`config.mk`:
```
export PLATFORM = sky130hd
export DESIGN_NAME = pointer_click_drag_repeat_core
export DESIGN_NICKNAME = d
export VERILOG_FILES = /design/src/rtl/pcdr_pkg.sv /design/src/rtl/pcdr_ctrl.sv /design/src/rtl/pcdr_dp.sv /design/src/rtl/pointer_click_drag_repeat_core.sv
export SDC_FILE = /design/constraint.sdc
export NUM_CORES = 2
export LEC_CHECK = 0
export BUFFER_PORTS_ARGS = -buffer_cell sky130_fd_sc_hd__buf_2
export CAP_MARGIN = 15
export CORE_ASPECT_RATIO = 1.1
export CORE_MARGIN = 2
export CORE_UTILIZATION = 55
export CTS_BUF_LIST = sky130_fd_sc_hd__clkbuf_2
export CTS_CLUSTER_SIZE = 16
export DETAILED_ROUTE_END_ITERATION = 7
export PLACE_DENSITY = 0.73
export SETUP_SLACK_MARGIN = 0.05
export SLEW_MARGIN = 20
export SYNTH_ARGS = -nofsm -noshare
export SYNTH_HDL_FRONTEND = slang
export SYNTH_SLANG_ARGS = --single-unit
export TNS_END_PERCENT = 10
```
`constraint.sdc`:
```
create_clock -name clk -period 25.3 [get_ports clk]
set_input_delay 1.265 -clock clk [delete_from_list [all_inputs] [get_ports clk]]
set_output_delay 1.265 -clock clk [all_outputs]
set_load 0.005 [all_outputs]
```
`src/rtl/pcdr_pkg.sv`:
```
// Shared types, codes and constants of the pointer click/drag/repeat core.
// No dependencies; every other file of the core refers to this package.
package pcdr_pkg;

    // Button count seen by the block and width of the held mask
    localparam int BTN_COUNT   = 8;
    localparam int HELD_BITS   = 8;
    localparam int IDX_W       = $clog2(HELD_BITS);
    // Highest button index that can auto-repeat
    localparam int SCAN_TOP    = ((BTN_COUNT < HELD_BITS) ? BTN_COUNT : HELD_BITS) - 1;

    localparam int POS_W  = 16;
    localparam int TIME_W = 20;
    localparam int DIST_W = 16;
    localparam int CIDX_W = 8;
    localparam int CDAT_W = 20;
    // Squared distance: two squares of a 17 bit difference
    localparam int SQ_W   = 33;
    localparam int D2_W   = SQ_W + 1;

    // Input operation codes
    localparam logic [1:0] OP_MOVE   = 2'd0;
    localparam logic [1:0] OP_BUTTON = 2'd1;
    localparam logic [1:0] OP_TICK   = 2'd2;

    // Button action codes
    localparam logic [1:0] ACT_RELEASE = 2'd0;
    localparam logic [1:0] ACT_PRESS   = 2'd1;

    // Result kind codes
    localparam logic [1:0] KIND_MOVE    = 2'd0;
    localparam logic [1:0] KIND_PRESS   = 2'd1;
    localparam logic [1:0] KIND_RELEASE = 2'd2;
    localparam logic [1:0] KIND_DRAG    = 2'd3;

    // Configuration register indexes
    localparam logic [CIDX_W-1:0] CFG_REPEAT_INTERVAL = 8'd0;
    localparam logic [CIDX_W-1:0] CFG_DRAG_MIN_DIST   = 8'd1;

    // Result word sources selected by the controller
    localparam logic [2:0] EM_MOVE    = 3'd0;
    localparam logic [2:0] EM_PRESS   = 3'd1;
    localparam logic [2:0] EM_RELEASE = 3'd2;
    localparam logic [2:0] EM_DRAG    = 3'd3;
    localparam logic [2:0] EM_REPEAT  = 3'd4;

    localparam logic [TIME_W-1:0] REPEAT_INTERVAL_RST = 20'd100000;
    localparam logic [DIST_W-1:0] DRAG_MIN_DIST_RST   = 16'd25;

    typedef struct packed {
        logic [1:0]              op;
        logic signed [POS_W-1:0] pos_x;
        logic signed [POS_W-1:0] pos_y;
        logic [7:0]              button_id;
        logic [1:0]              action;
        logic [TIME_W-1:0]       elapsed_us;
    } in_word_t;

    typedef struct packed {
        logic [1:0]              kind;
        logic [2:0]              which_button;
        logic signed [POS_W-1:0] cur_x;
        logic signed [POS_W-1:0] cur_y;
        logic signed [POS_W-1:0] start_x;
        logic signed [POS_W-1:0] start_y;
        logic                    last;
    } out_word_t;

    // Controller to datapath
    typedef struct packed {
        logic       capture;
        logic       tick;
        logic       mul;
        logic       emit;
        logic [2:0] emit_sel;
        logic       scan_adv;
    } dp_cmd_t;

    // Datapath to controller
    typedef struct packed {
        logic [1:0] op;
        logic [1:0] action;
        logic       out_free;
        logic       expired;
        logic       drag;
        logic       scan_held;
        logic       scan_top;
    } dp_status_t;

endpackage

```
`src/rtl/pcdr_ctrl.sv`:
```
// Sequencing state machine of the pointer core.
// Depends on pcdr_pkg; drives the datapath through dp_cmd_t, reads dp_status_t.
module pcdr_ctrl (
    input  logic                clk,
    input  logic                rst_n,
    input  logic                in_valid,
    output logic                in_ready,
    input  pcdr_pkg::dp_status_t sts,
    output pcdr_pkg::dp_cmd_t    cmd
);

    localparam logic [2:0] S_IDLE = 3'd0;
    localparam logic [2:0] S_DEC  = 3'd1;
    localparam logic [2:0] S_CMP  = 3'd2;
    localparam logic [2:0] S_DRAG = 3'd3;
    localparam logic [2:0] S_SCAN = 3'd4;

    logic [2:0] state_reg;
    logic [2:0] state_next;

    assign in_ready = (state_reg == S_IDLE);

    // Decide next state and datapath commands
    always_comb
    begin
        state_next   = state_reg;
        cmd          = '0;
        cmd.emit_sel = pcdr_pkg::EM_MOVE;
        unique case (state_reg)
            S_IDLE:
            begin
                if (in_valid)
                begin
                    cmd.capture = 1'b1;
                    state_next  = S_DEC;
                end
            end
            S_DEC:
            begin
                case (sts.op)
                    pcdr_pkg::OP_MOVE:
                    begin
                        if (sts.out_free)
                        begin
                            cmd.emit     = 1'b1;
                            cmd.emit_sel = pcdr_pkg::EM_MOVE;
                            state_next   = S_IDLE;
                        end
                    end
                    pcdr_pkg::OP_BUTTON:
                    begin
                        case (sts.action)
                            pcdr_pkg::ACT_PRESS:
                            begin
                                if (sts.out_free)
                                begin
                                    cmd.emit     = 1'b1;
                                    cmd.emit_sel = pcdr_pkg::EM_PRESS;
                                    state_next   = S_IDLE;
                                end
                            end
                            pcdr_pkg::ACT_RELEASE:
                            begin
                                cmd.mul    = 1'b1;
                                state_next = S_CMP;
                            end
                            default: state_next = S_IDLE;
                        endcase
                    end
                    pcdr_pkg::OP_TICK:
                    begin
                        cmd.tick   = 1'b1;
                        state_next = sts.expired ? S_SCAN : S_IDLE;
                    end
                    default: state_next = S_IDLE;
                endcase
            end
            S_CMP:
            begin
                if (sts.out_free)
                begin
                    cmd.emit     = 1'b1;
                    cmd.emit_sel = pcdr_pkg::EM_RELEASE;
                    state_next   = sts.drag ? S_DRAG : S_IDLE;
                end
            end
            S_DRAG:
            begin
                if (sts.out_free)
                begin
                    cmd.emit     = 1'b1;
                    cmd.emit_sel = pcdr_pkg::EM_DRAG;
                    state_next   = S_IDLE;
                end
            end
            S_SCAN:
            begin
                // Skip idle buttons, wait for the output slot on held ones
                if (!sts.scan_held || sts.out_free)
                begin
                    cmd.emit     = sts.scan_held;
                    cmd.emit_sel = pcdr_pkg::EM_REPEAT;
                    cmd.scan_adv = 1'b1;
                    if (sts.scan_top)
                    begin
                        state_next = S_IDLE;
                    end
                end
            end
            default: state_next = S_IDLE;
        endcase
    end

    // Hold state
    always_ff @(posedge clk or negedge rst_n)
    begin
        if (!rst_n)
        begin
            state_reg <= S_IDLE;
        end
        else
        begin
            state_reg <= state_next;
        end
    end

endmodule

```
`src/rtl/pcdr_dp.sv`:
```
// Datapath of the pointer core: pointer state, timer, distance squares,
// button scan and the output register. Depends on pcdr_pkg.
module pcdr_dp (
    input  logic                          clk,
    input  logic                          rst_n,
    input  pcdr_pkg::in_word_t            in_data,
    input  logic                          cfg_valid,
    input  logic [pcdr_pkg::CIDX_W-1:0]   cfg_index,
    input  logic [pcdr_pkg::CDAT_W-1:0]   cfg_data,
    output logic                          out_valid,
    input  logic                          out_ready,
    output pcdr_pkg::out_word_t           out_data,
    input  pcdr_pkg::dp_cmd_t             cmd,
    output pcdr_pkg::dp_status_t          sts
);

    pcdr_pkg::in_word_t                    item_reg;
    logic signed [pcdr_pkg::POS_W-1:0]     cursor_x_reg;
    logic signed [pcdr_pkg::POS_W-1:0]     cursor_y_reg;
    logic signed [pcdr_pkg::POS_W-1:0]     press_x_reg;
    logic signed [pcdr_pkg::POS_W-1:0]     press_y_reg;
    logic [pcdr_pkg::HELD_BITS-1:0]        held_reg;
    logic [pcdr_pkg::TIME_W-1:0]           wait_reg;
    logic [pcdr_pkg::TIME_W-1:0]           interval_reg;
    logic [pcdr_pkg::DIST_W-1:0]           drag_min_reg;
    logic [pcdr_pkg::SQ_W-1:0]             sqx_reg;
    logic [pcdr_pkg::SQ_W-1:0]             sqy_reg;
    logic [pcdr_pkg::IDX_W-1:0]            scan_idx_reg;
    logic                                  out_valid_reg;
    pcdr_pkg::out_word_t                   out_reg;
    pcdr_pkg::out_word_t                   out_next;

    logic [7:0]                            btn;
    logic [pcdr_pkg::HELD_BITS-1:0]        btn_bit;
    logic signed [pcdr_pkg::POS_W:0]       dx;
    logic signed [pcdr_pkg::POS_W:0]       dy;
    logic signed [2*pcdr_pkg::POS_W+1:0]   sqx;
    logic signed [2*pcdr_pkg::POS_W+1:0]   sqy;
    logic [pcdr_pkg::D2_W-1:0]             d2;
    logic                                  scan_last;
    logic                                  out_free;

    // Normalize the button number
    always_comb
    begin
        btn     = (item_reg.button_id < 8'(pcdr_pkg::BTN_COUNT)) ? item_reg.button_id : 8'd0;
        btn_bit = '0;
        if (btn < 8'(pcdr_pkg::HELD_BITS))
        begin
            btn_bit[btn[pcdr_pkg::IDX_W-1:0]] = 1'b1;
        end
    end

    // Square the press to cursor offsets
    assign dx  = {cursor_x_reg[pcdr_pkg::POS_W-1], cursor_x_reg}
               - {press_x_reg[pcdr_pkg::POS_W-1], press_x_reg};
    assign dy  = {cursor_y_reg[pcdr_pkg::POS_W-1], cursor_y_reg}
               - {press_y_reg[pcdr_pkg::POS_W-1], press_y_reg};
    assign sqx = dx * dx;
    assign sqy = dy * dy;
    assign d2  = {1'b0, sqx_reg} + {1'b0, sqy_reg};

    // Look for held buttons above the scan index
    always_comb
    begin
        scan_last = 1'b1;
        for (int i = 1; i < pcdr_pkg::HELD_BITS; i++)
        begin
            if (i > int'(scan_idx_reg) && i <= pcdr_pkg::SCAN_TOP && held_reg[i])
            begin
                scan_last = 1'b0;
            end
        end
    end

    assign out_free = !out_valid_reg || out_ready;

    // Report status to the controller
    always_comb
    begin
        sts           = '0;
        sts.op        = item_reg.op;
        sts.action    = item_reg.action;
        sts.out_free  = out_free;
        sts.expired   = !(wait_reg > item_reg.elapsed_us);
        sts.drag      = d2 >= pcdr_pkg::D2_W'(drag_min_reg);
        sts.scan_held = held_reg[scan_idx_reg];
        sts.scan_top  = scan_idx_reg == pcdr_pkg::IDX_W'(pcdr_pkg::SCAN_TOP);
    end

    // Build the result word
    always_comb
    begin
        out_next              = '0;
        out_next.cur_x        = cursor_x_reg;
        out_next.cur_y        = cursor_y_reg;
        out_next.which_button = btn[2:0];
        out_next.last         = 1'b1;
        case (cmd.emit_sel)
            pcdr_pkg::EM_MOVE:
            begin
                out_next.kind         = pcdr_pkg::KIND_MOVE;
                out_next.which_button = 3'd0;
                out_next.cur_x        = item_reg.pos_x;
                out_next.cur_y        = item_reg.pos_y;
            end
            pcdr_pkg::EM_PRESS:
            begin
                out_next.kind    = pcdr_pkg::KIND_PRESS;
                out_next.start_x = cursor_x_reg;
                out_next.start_y = cursor_y_reg;
            end
            pcdr_pkg::EM_RELEASE:
            begin
                out_next.kind = pcdr_pkg::KIND_RELEASE;
                out_next.last = !sts.drag;
            end
            pcdr_pkg::EM_DRAG:
            begin
                out_next.kind    = pcdr_pkg::KIND_DRAG;
                out_next.start_x = press_x_reg;
                out_next.start_y = press_y_reg;
            end
            pcdr_pkg::EM_REPEAT:
            begin
                out_next.kind         = pcdr_pkg::KIND_PRESS;
                out_next.which_button = 3'(scan_idx_reg);
                out_next.start_x      = cursor_x_reg;
                out_next.start_y      = cursor_y_reg;
                out_next.last         = scan_last;
            end
            default: out_next.kind = pcdr_pkg::KIND_MOVE;
        endcase
    end

    // Hold control state: cursor and press points, held mask, timer, scan index, output valid, config
    always_ff @(posedge clk or negedge rst_n)
    begin
        if (!rst_n)
        begin
            cursor_x_reg  <= '0;
            cursor_y_reg  <= '0;
            press_x_reg   <= '0;
            press_y_reg   <= '0;
            held_reg      <= '0;
            wait_reg      <= '0;
            interval_reg  <= pcdr_pkg::REPEAT_INTERVAL_RST;
            drag_min_reg  <= pcdr_pkg::DRAG_MIN_DIST_RST;
            scan_idx_reg  <= pcdr_pkg::IDX_W'(1);
            out_valid_reg <= 1'b0;
        end
        else
        begin
            // Take configuration writes
            if (cfg_valid)
            begin
                if (cfg_index == pcdr_pkg::CFG_REPEAT_INTERVAL)
                begin
                    interval_reg <= cfg_data;
                end
                else if (cfg_index == pcdr_pkg::CFG_DRAG_MIN_DIST)
                begin
                    drag_min_reg <= cfg_data[pcdr_pkg::DIST_W-1:0];
                end
            end
            // Update pointer state as results go out
            if (cmd.emit && cmd.emit_sel == pcdr_pkg::EM_MOVE)
            begin
                cursor_x_reg <= item_reg.pos_x;
                cursor_y_reg <= item_reg.pos_y;
            end
            if (cmd.emit && cmd.emit_sel == pcdr_pkg::EM_PRESS)
            begin
                press_x_reg <= cursor_x_reg;
                press_y_reg <= cursor_y_reg;
                wait_reg    <= interval_reg;
                held_reg    <= held_reg | btn_bit;
            end
            if (cmd.emit && cmd.emit_sel == pcdr_pkg::EM_RELEASE)
            begin
                held_reg <= held_reg & ~btn_bit;
            end
            // Count the timer down or reload it and restart the scan
            if (cmd.tick)
            begin
                wait_reg     <= sts.expired ? interval_reg : wait_reg - item_reg.elapsed_us;
                scan_idx_reg <= pcdr_pkg::IDX_W'(1);
            end
            if (cmd.scan_adv)
            begin
                scan_idx_reg <= scan_idx_reg + pcdr_pkg::IDX_W'(1);
            end
            // Output valid: set on emit, drop when taken
            if (cmd.emit)
            begin
                out_valid_reg <= 1'b1;
            end
            else if (out_ready)
            begin
                out_valid_reg <= 1'b0;
            end
        end
    end

    // Payload registers
    always_ff @(posedge clk)
    begin
        if (cmd.capture)
        begin
            item_reg <= in_data;
        end
        if (cmd.mul)
        begin
            sqx_reg <= sqx[pcdr_pkg::SQ_W-1:0];
            sqy_reg <= sqy[pcdr_pkg::SQ_W-1:0];
        end
        if (cmd.emit)
        begin
            out_reg <= out_next;
        end
    end

    assign out_valid = out_valid_reg;
    assign out_data  = out_reg;

endmodule

```
`src/rtl/pointer_click_drag_repeat_core.sv`:
```
// Top level of the pointer click/drag/repeat core.
// Depends on pcdr_pkg, pcdr_ctrl and pcdr_dp.
//
//   channel | signals                              | dir | word
//   --------+--------------------------------------+-----+------------------------
//   in      | in_valid, in_ready, in_data          | in  | pcdr_pkg::in_word_t
//   out     | out_valid, out_ready, out_data       | out | pcdr_pkg::out_word_t
//   cfg     | cfg_valid, cfg_ready, cfg_index/data | in  | index 8 bit, data 20 bit
//
// One input word at a time: a word is accepted in idle and decoded in the next cycle.
// Move and press emit at decode; a release squares the offsets, emits the release
// and, past the drag threshold, a drag; an expired tick repeats held buttons 1..7.
// Results leave through a single output register; a stalled output stalls the
// controller, never drops a word. Reset clears pointer state and the timer and
// loads the default repeat interval and drag threshold. cfg_ready is always high.
module pointer_click_drag_repeat_core (
    input  logic                        clk,
    input  logic                        rst_n,
    input  logic                        in_valid,
    output logic                        in_ready,
    input  pcdr_pkg::in_word_t          in_data,
    output logic                        out_valid,
    input  logic                        out_ready,
    output pcdr_pkg::out_word_t         out_data,
    input  logic                        cfg_valid,
    output logic                        cfg_ready,
    input  logic [pcdr_pkg::CIDX_W-1:0] cfg_index,
    input  logic [pcdr_pkg::CDAT_W-1:0] cfg_data
);

    pcdr_pkg::dp_cmd_t    cmd;
    pcdr_pkg::dp_status_t sts;

    assign cfg_ready = 1'b1;

    // Sequence each input word
    pcdr_ctrl u_ctrl (
        .clk      (clk),
        .rst_n    (rst_n),
        .in_valid (in_valid),
        .in_ready (in_ready),
        .sts      (sts),
        .cmd      (cmd)
    );

    // Hold pointer state and build results
    pcdr_dp u_dp (
        .clk       (clk),
        .rst_n     (rst_n),
        .in_data   (in_data),
        .cfg_valid (cfg_valid),
        .cfg_index (cfg_index),
        .cfg_data  (cfg_data),
        .out_valid (out_valid),
        .out_ready (out_ready),
        .out_data  (out_data),
        .cmd       (cmd),
        .sts       (sts)
    );

endmodule

```
[After elaboration in Yosys (flattened, before gate mapping)]
Index checks and enable logic that the tools add are counted.
Storage, ports and cells
  output and inout port bits: 73
  ROM bits: 0
  logic and storage cells: 149
  RAM bits: 0
  memories kept: 0
  bits in latches: 0
  register bits after elaboration: 335
Operators by class
  bitwise gates (word level): 4
  $lt $le $gt $ge: 14
  add/sub/neg operators: 5
  multipliers: 2
  multiplexer cells: 52
  reduce and logical (&&, ||, !) cells: 29
  shift operators: 0
  div/mod/pow operators: 0
  eq/ne operators: 17
Operator list (number)
  $mul A17 B17 Y33: 2
  $pmux W32 S2: 1
  $mux W20: 3
  $add A33 B33 Y34: 1
  $ge A34 B16 Y1: 1
  $sub A16 B16 Y17: 2
  $mux W32: 1
  $mux W8: 4
  $mux W3: 8
  $gt A20 B20 Y1: 1
  $mux W4: 5
  $sub A20 B20 Y20: 1
  $mux W1: 17
  $lt A8 B4 Y1 const B: 2
  $pmux W4 S4: 1
  $pmux W3 S5: 1
  $eq A3 B2 Y1 const B: 4
  $gt A3 B3 Y1 const A: 4
  $pmux W3 S2: 2
  $logic_and A1 B1 Y1: 11
  $eq A3 B3 Y1 const B: 3
  $pmux W3 S3: 1
  $and A8 B8 Y8: 1
  $eq A8 B1 Y1 const B: 1
  other kinds (30): 45

[Logic depth before layout (Yosys ltp)]
  depth after elaboration: 10
  mapped depth: 38
  mapped depth without buffers: 37

[Modules after synthesis]
From an unflattened synthesis, not the netlist that was laid out.
Second synthesis, totals
  cell total of the unflattened synthesis: 3558
  area total of the unflattened synthesis: 35922.0 um^2
Modules (own cells, without submodules)
  pcdr_dp: area an instance 35550.3 um^2, times used 1, cells an instance 3513, seq. area each 9261.4 um^2
  pcdr_ctrl: area an instance 360.3 um^2, times used 1, cells an instance 43, seq. area each 75.1 um^2
  pointer_click_drag_repeat_core: area an instance 11.3 um^2, times used 1, cells an instance 2, seq. area each 0.0 um^2

[Worst setup path before layout]
OpenSTA, ideal clock, no wires.
  path type: reg2reg
  from: register u_dp.press_x_reg[1] (netlist name)
  to: register u_dp.sqx_reg[31] (netlist name), data pin
  data arrival time: 8050 ps
  data required time: 25042 ps
  stages on the path, launching flop included: 35
  slack: 16992 ps
  path through: dfrtp_1 > inv_1 > ha_1 > nor2b_1 > o21a_1 > o21ai_1 > a211oi_1 > a2111oi_0 > nor2_1 > and2_1 > or2_0 > buf_2 > inv_1 > buf_2 > nand2_1 > fa_1 > inv_1 > fa_1 > fa_1 > inv_1 > fa_1 > fa_1 > inv_1 > fa_1 > ha_1 > a211oi_2 > nor2_1 > o41a_1 > a221o_1 > a41oi_2 > o21ai_2 > a2111oi_2 > o21bai_1 > a21oi_1 > xnor2_1
Between the ends
  longest elaborated chain between the ends: 2
RTL lines
  start: declaration: RTL line pcdr_dp.sv:20  | logic signed [pcdr_pkg::POS_W-1:0] press_x_reg;
  start signal: assignment: RTL line pcdr_dp.sv:174  | press_x_reg <= cursor_x_reg;
  $sub A16 B16 Y17: RTL line pcdr_dp.sv:56  | - {press_x_reg[pcdr_pkg::POS_W-1], press_x_reg};
  $mul A17 B17 Y33: RTL line pcdr_dp.sv:59  | assign sqx = dx * dx;
  net u_dp.sqx (one bit): RTL line pcdr_dp.sv:37  | logic signed [2*pcdr_pkg::POS_W+1:0] sqx;
  end signal: assignment: RTL line pcdr_dp.sv:214  | sqx_reg <= sqx[pcdr_pkg::SQ_W-1:0];
  end: declaration: RTL line pcdr_dp.sv:26  | logic [pcdr_pkg::SQ_W-1:0] sqx_reg;
The timed path passes the listed nets, and every way through them passes these cells.
A chain may end at the register's enable or synchronous reset.

[Final worst setup path]
  from: register u_dp.cursor_y_reg[0] (netlist name)
  to: register u_dp.sqy_reg[32] (netlist name), data pin
Between the ends
  longest elaborated chain between the ends: 2
RTL lines
  start: declaration: RTL line pcdr_dp.sv:19  | logic signed [pcdr_pkg::POS_W-1:0] cursor_y_reg;
  start signal: assignment: RTL line pcdr_dp.sv:170  | cursor_y_reg <= item_reg.pos_y;
  $sub A16 B16 Y17: RTL line pcdr_dp.sv:58  | - {press_y_reg[pcdr_pkg::POS_W-1], press_y_reg};
  $mul A17 B17 Y33: RTL line pcdr_dp.sv:60  | assign sqy = dy * dy;
  net u_dp.sqy (one bit): RTL line pcdr_dp.sv:38  | logic signed [2*pcdr_pkg::POS_W+1:0] sqy;
  end signal: assignment: RTL line pcdr_dp.sv:215  | sqy_reg <= sqy[pcdr_pkg::SQ_W-1:0];
  end: declaration: RTL line pcdr_dp.sv:27  | logic [pcdr_pkg::SQ_W-1:0] sqy_reg;
The timed path passes the listed nets, and every way through them passes these cells.

==> summary.md <==
| Metric | Value |
|---|---|
| Hold Buf Count CTS | 0 |
| PortBufs | roughly 170 |
| Worst r2r dst | u_dp.sqy_reg[32] |
| Clk buf depth | 3 |
| Fin Clk Skew | between 100 and 150 ps |
| Htree depth | 3 |
| Mean Syn Cell Area | roughly 10 um^2 |
| R2R depth | 33 |
| Worst setup EP type | flip-flop |
| Clk slew on worst S/H paths | around 110 ps |
| CP max stage delay | ~840 ps |
| Final hold violation count | 0 |
| Crit share post-route | roughly 37% |
| Nets@finish | ~4500 |
| Ys Warns | 0 |
| Post-layout minimum cycle time | between 9000 and 10000 ps |
| Max Slew Vio Count | 0 |
| Worst Path Arrival | 10120 ps |
| DRC viols | 0 |
| Async set-or-reset flop fraction in the synthesized netlist | between 40% and 50% |
| Die height | 269.7 um |
| CORE AREA | around 64000 um^2 |
| PostCTS Resize Cnt | 0 |
| CP max FO | 12 |
| Least-Margin Pin Slew | about 1100 ps |
| Crit Reg-Reg Startpoint | u_dp.cursor_y_reg[0] |
| Worst-Skew Late Latency | about 1100 ps |
| Cell row count | just under 100 |
| Layout fillers | between 5000 and 6000 |
| Largest net degree at the start of global routing | 76 |
| # Post-CTS Setup Buffers | 0 |
| Yosys cell types | 95 |
| Unrepaired setup endpoints after global routing | no |
| Max-cap violations | 0 |
| IO Count | 170 |
| First-pass GRT wire length | ~130000 um |
| DR WL/cell | roughly 17 um |
| Clock Sinks | between 300 and 400 |
| CP delay by family, top | adder cells |
| Initial antenna violation count | 2 |
| Total track usage | roughly a quarter |
| Buf/Inv on CP | 8 |
| Mapped Area | roughly 35000 um^2 |
| Total grt overflow | 0 |
| Vias | about 25000 |
| Data required, critical path | 26020 ps |
| Number of flip-flops in the largest register | 70 |
| Vias in the first global route | ~26000 |
| Slowest cell on crit path | xor2_1 |
| Post-synthesis sequential area ratio | around a quarter |
| First DRT Iteration DRCs | 1471 |
| Layout cells sized above 1 | between 10% and 20% |
| Status | completed |
| Initial Utilization | 55.50% |
| GP Congestion | 0.9137 |
| Post-route ant nets | 0 |
| Net Count, Synth | about 4300 |
| Width of the die | roughly 250 um |
| WS Path Type | reg2reg |
| Clk root buf | clkbuf_2 |
| Drt pass-1 iters | 6 |
| Setup TNS Final | 0 ps |
| Ys flop type | edfxtp_1 |
| Endpoints failing setup | 0 |
| Max Clock Freq | 0.1063 GHz |
| Flop2flop setup slack | roughly 16000 ps |
| Hold_ws | a little over 200 ps |
| Crit path launch type | flip-flop |
| Post-synth EDFFs | between 150 and 200 |
| P&R area growth vs syn | 7.377% |
| Register bit count reported by yosys | 333 |
| DRT Wirelength | between 70000 and 80000 um |
| Post-detail-place hpwl | between 60000 and 70000 um |
| Gate count after technology mapping | 3418 |
| CTS tree | done |
| Worst hold-check path type | in2async |
| Die footprint | ~66000 um^2 |
| Max-Slew Margin vs Limit | 25.93% |
| Vias per cell | ~5.4 |
| CTS buffer count | between 80 and 90 |
cells in the mapped netlist, drive strengths merged (4+ instances only):
library cell / number / area (um^2)
dfrtp: 125 / 3128
or2: 10 / 62.56
and3b: 4 / 35.03
dfstp: 10 / 262.8
a221o: 7 / 70.07
and2: 16 / 100.1
inv: 752 / 2823
a21boi: 5 / 37.54
nor4: 8 / 56.30
xnor2: 87 / 762.0
xor2: 48 / 420.4
o211a: 4 / 47.55
a22o: 34 / 297.8
fa: 531 / 10630
o31ai: 14 / 118.9
o21ai: 109 / 549.3
nand3: 24 / 120.1
nor2: 261 / 987.2
mux2: 97 / 1092
edfxtp: 198 / 5946
o21a: 14 / 105.1
mux2i: 16 / 160.2
a31o: 5 / 43.79
buf: 23 / 121.4
o211ai: 9 / 67.56
a211oi: 19 / 165.2
nand2b: 18 / 112.6
nand4: 16 / 100.1
nor3: 36 / 180.2
a21o: 44 / 330.3
ha: 261 / 3266
nor2b: 20 / 125.1
a31oi: 20 / 137.6
a21oi: 125 / 640.6
o21bai: 16 / 120.1
a2111oi: 4 / 42.54
clkinv: 4 / 15.01
o2111ai: 4 / 41.29
nand2: 277 / 1040
or3: 10 / 62.56
clkbuf: 62 / 235.2
and3: 14 / 92.59
how the worst max path moves through the flow:
| stage | from | endpoint | slack, ps | cells after the start |
|---|---|---|---|---|
| after global routing | u_dp.cursor_y_reg[0] | u_dp.sqy_reg[32] | 15200 | 33 |
| after detailed placement | u_dp.press_y_reg[0] | u_dp.sqy_reg[31] | 16110 | 32 |
| final | u_dp.cursor_y_reg[0] | u_dp.sqy_reg[32] | 15900 | 33 |
| after floorplan | u_dp.press_x_reg[1] | u_dp.sqx_reg[31] | 16990 | 34 |
| after CTS | u_dp.press_y_reg[0] | u_dp.sqy_reg[31] | 15910 | 32 |
| after global placement | u_dp.cursor_x_reg[0] | u_dp.sqx_reg[31] | 16250 | 32 |
final cells by class:
class                      count  area, um^2  share of cell area [%]
multi-input combinational   2244       22790                   60.13
sequential                   333        9336                   24.64
inverter                     756        2838                   7.488
timing repair buffer         200        1087                   2.869
tap                          841        1052                   2.777
clock buffer                 121       605.6                   1.598
clock inverter                38       177.7                  0.4688
antenna                        5       12.51                 0.03302
layer usage:
metal  routed length (um)  GRT usage (%)
met1                32080          32.80
met2                40010          42.57
met3                 4862          4.061
met4                 2297          8.118
met5                    0              0
through the flow:
stage / std cells / area, um^2 / setup WS [ps] / util, %
finish: 4538 / 37900 / 15900 / 59.59
global route: 4535 / 37890 / 15200 / 59.58
CTS: 4533 / 37890 / 15910 / 59.57
detailed placement: 4374 / 37100 / 16110 / 58.34
global placement: 4374 / 37100 / 16250 / 58.34
floorplan: 3418 / 35290 / 16990 / -
layout by cell type, fill, tap and decap left out, types with 18 or more instances in the layout:
cell type  synthesis  final
edfxtp_1         198    198
nand2b_1          18     18
mux2_2            97     97
buf_4              1     32
a22o_1            34     34
a21oi_1          121    121
nor2b_1           20     20
buf_2             19    167
nor3_1            36     36
ha_1             261    261
a31oi_1           18     18
xor2_1            48     48
fa_1             531    531
a21o_1            44     44
nand2_1          277    277
nor2_1           260    257
xnor2_1           87     87
nand3_1           24     24
dfrtp_1          125    125
clkbuf_2           2    121
o21ai_0          100    100
inv_1            748    748
clkinv_1           4     30
worst register-to-register path, delay by kind of cell, from the launching register on:
kind                     cells  cell delay, ps
flip-flops                   1             370
adder cells (fa/ha/maj)      9            3830
AO/OA/AOI/OAI               10            2120
AND/OR/NAND/NOR              4             830
XOR/XNOR                     2             910
buffers and inverters        8             970
logic make-up after synthesis:
group	after synthesis	synth area share, %
DFF	333	26.45
xor gates and xnor gates	135	3.350
other	1	0.01063
AOI/OAI and AO/OA	471	9.008
and+or+nand+nor	730	9.079
adders and majority gates	792	39.37
buffers and inverters	841	9.051
muxes	115	3.676
Power is left out: the tool's default activity adds up to more than one toggle a clock period on the data nets, which glitch-free logic cannot reach.
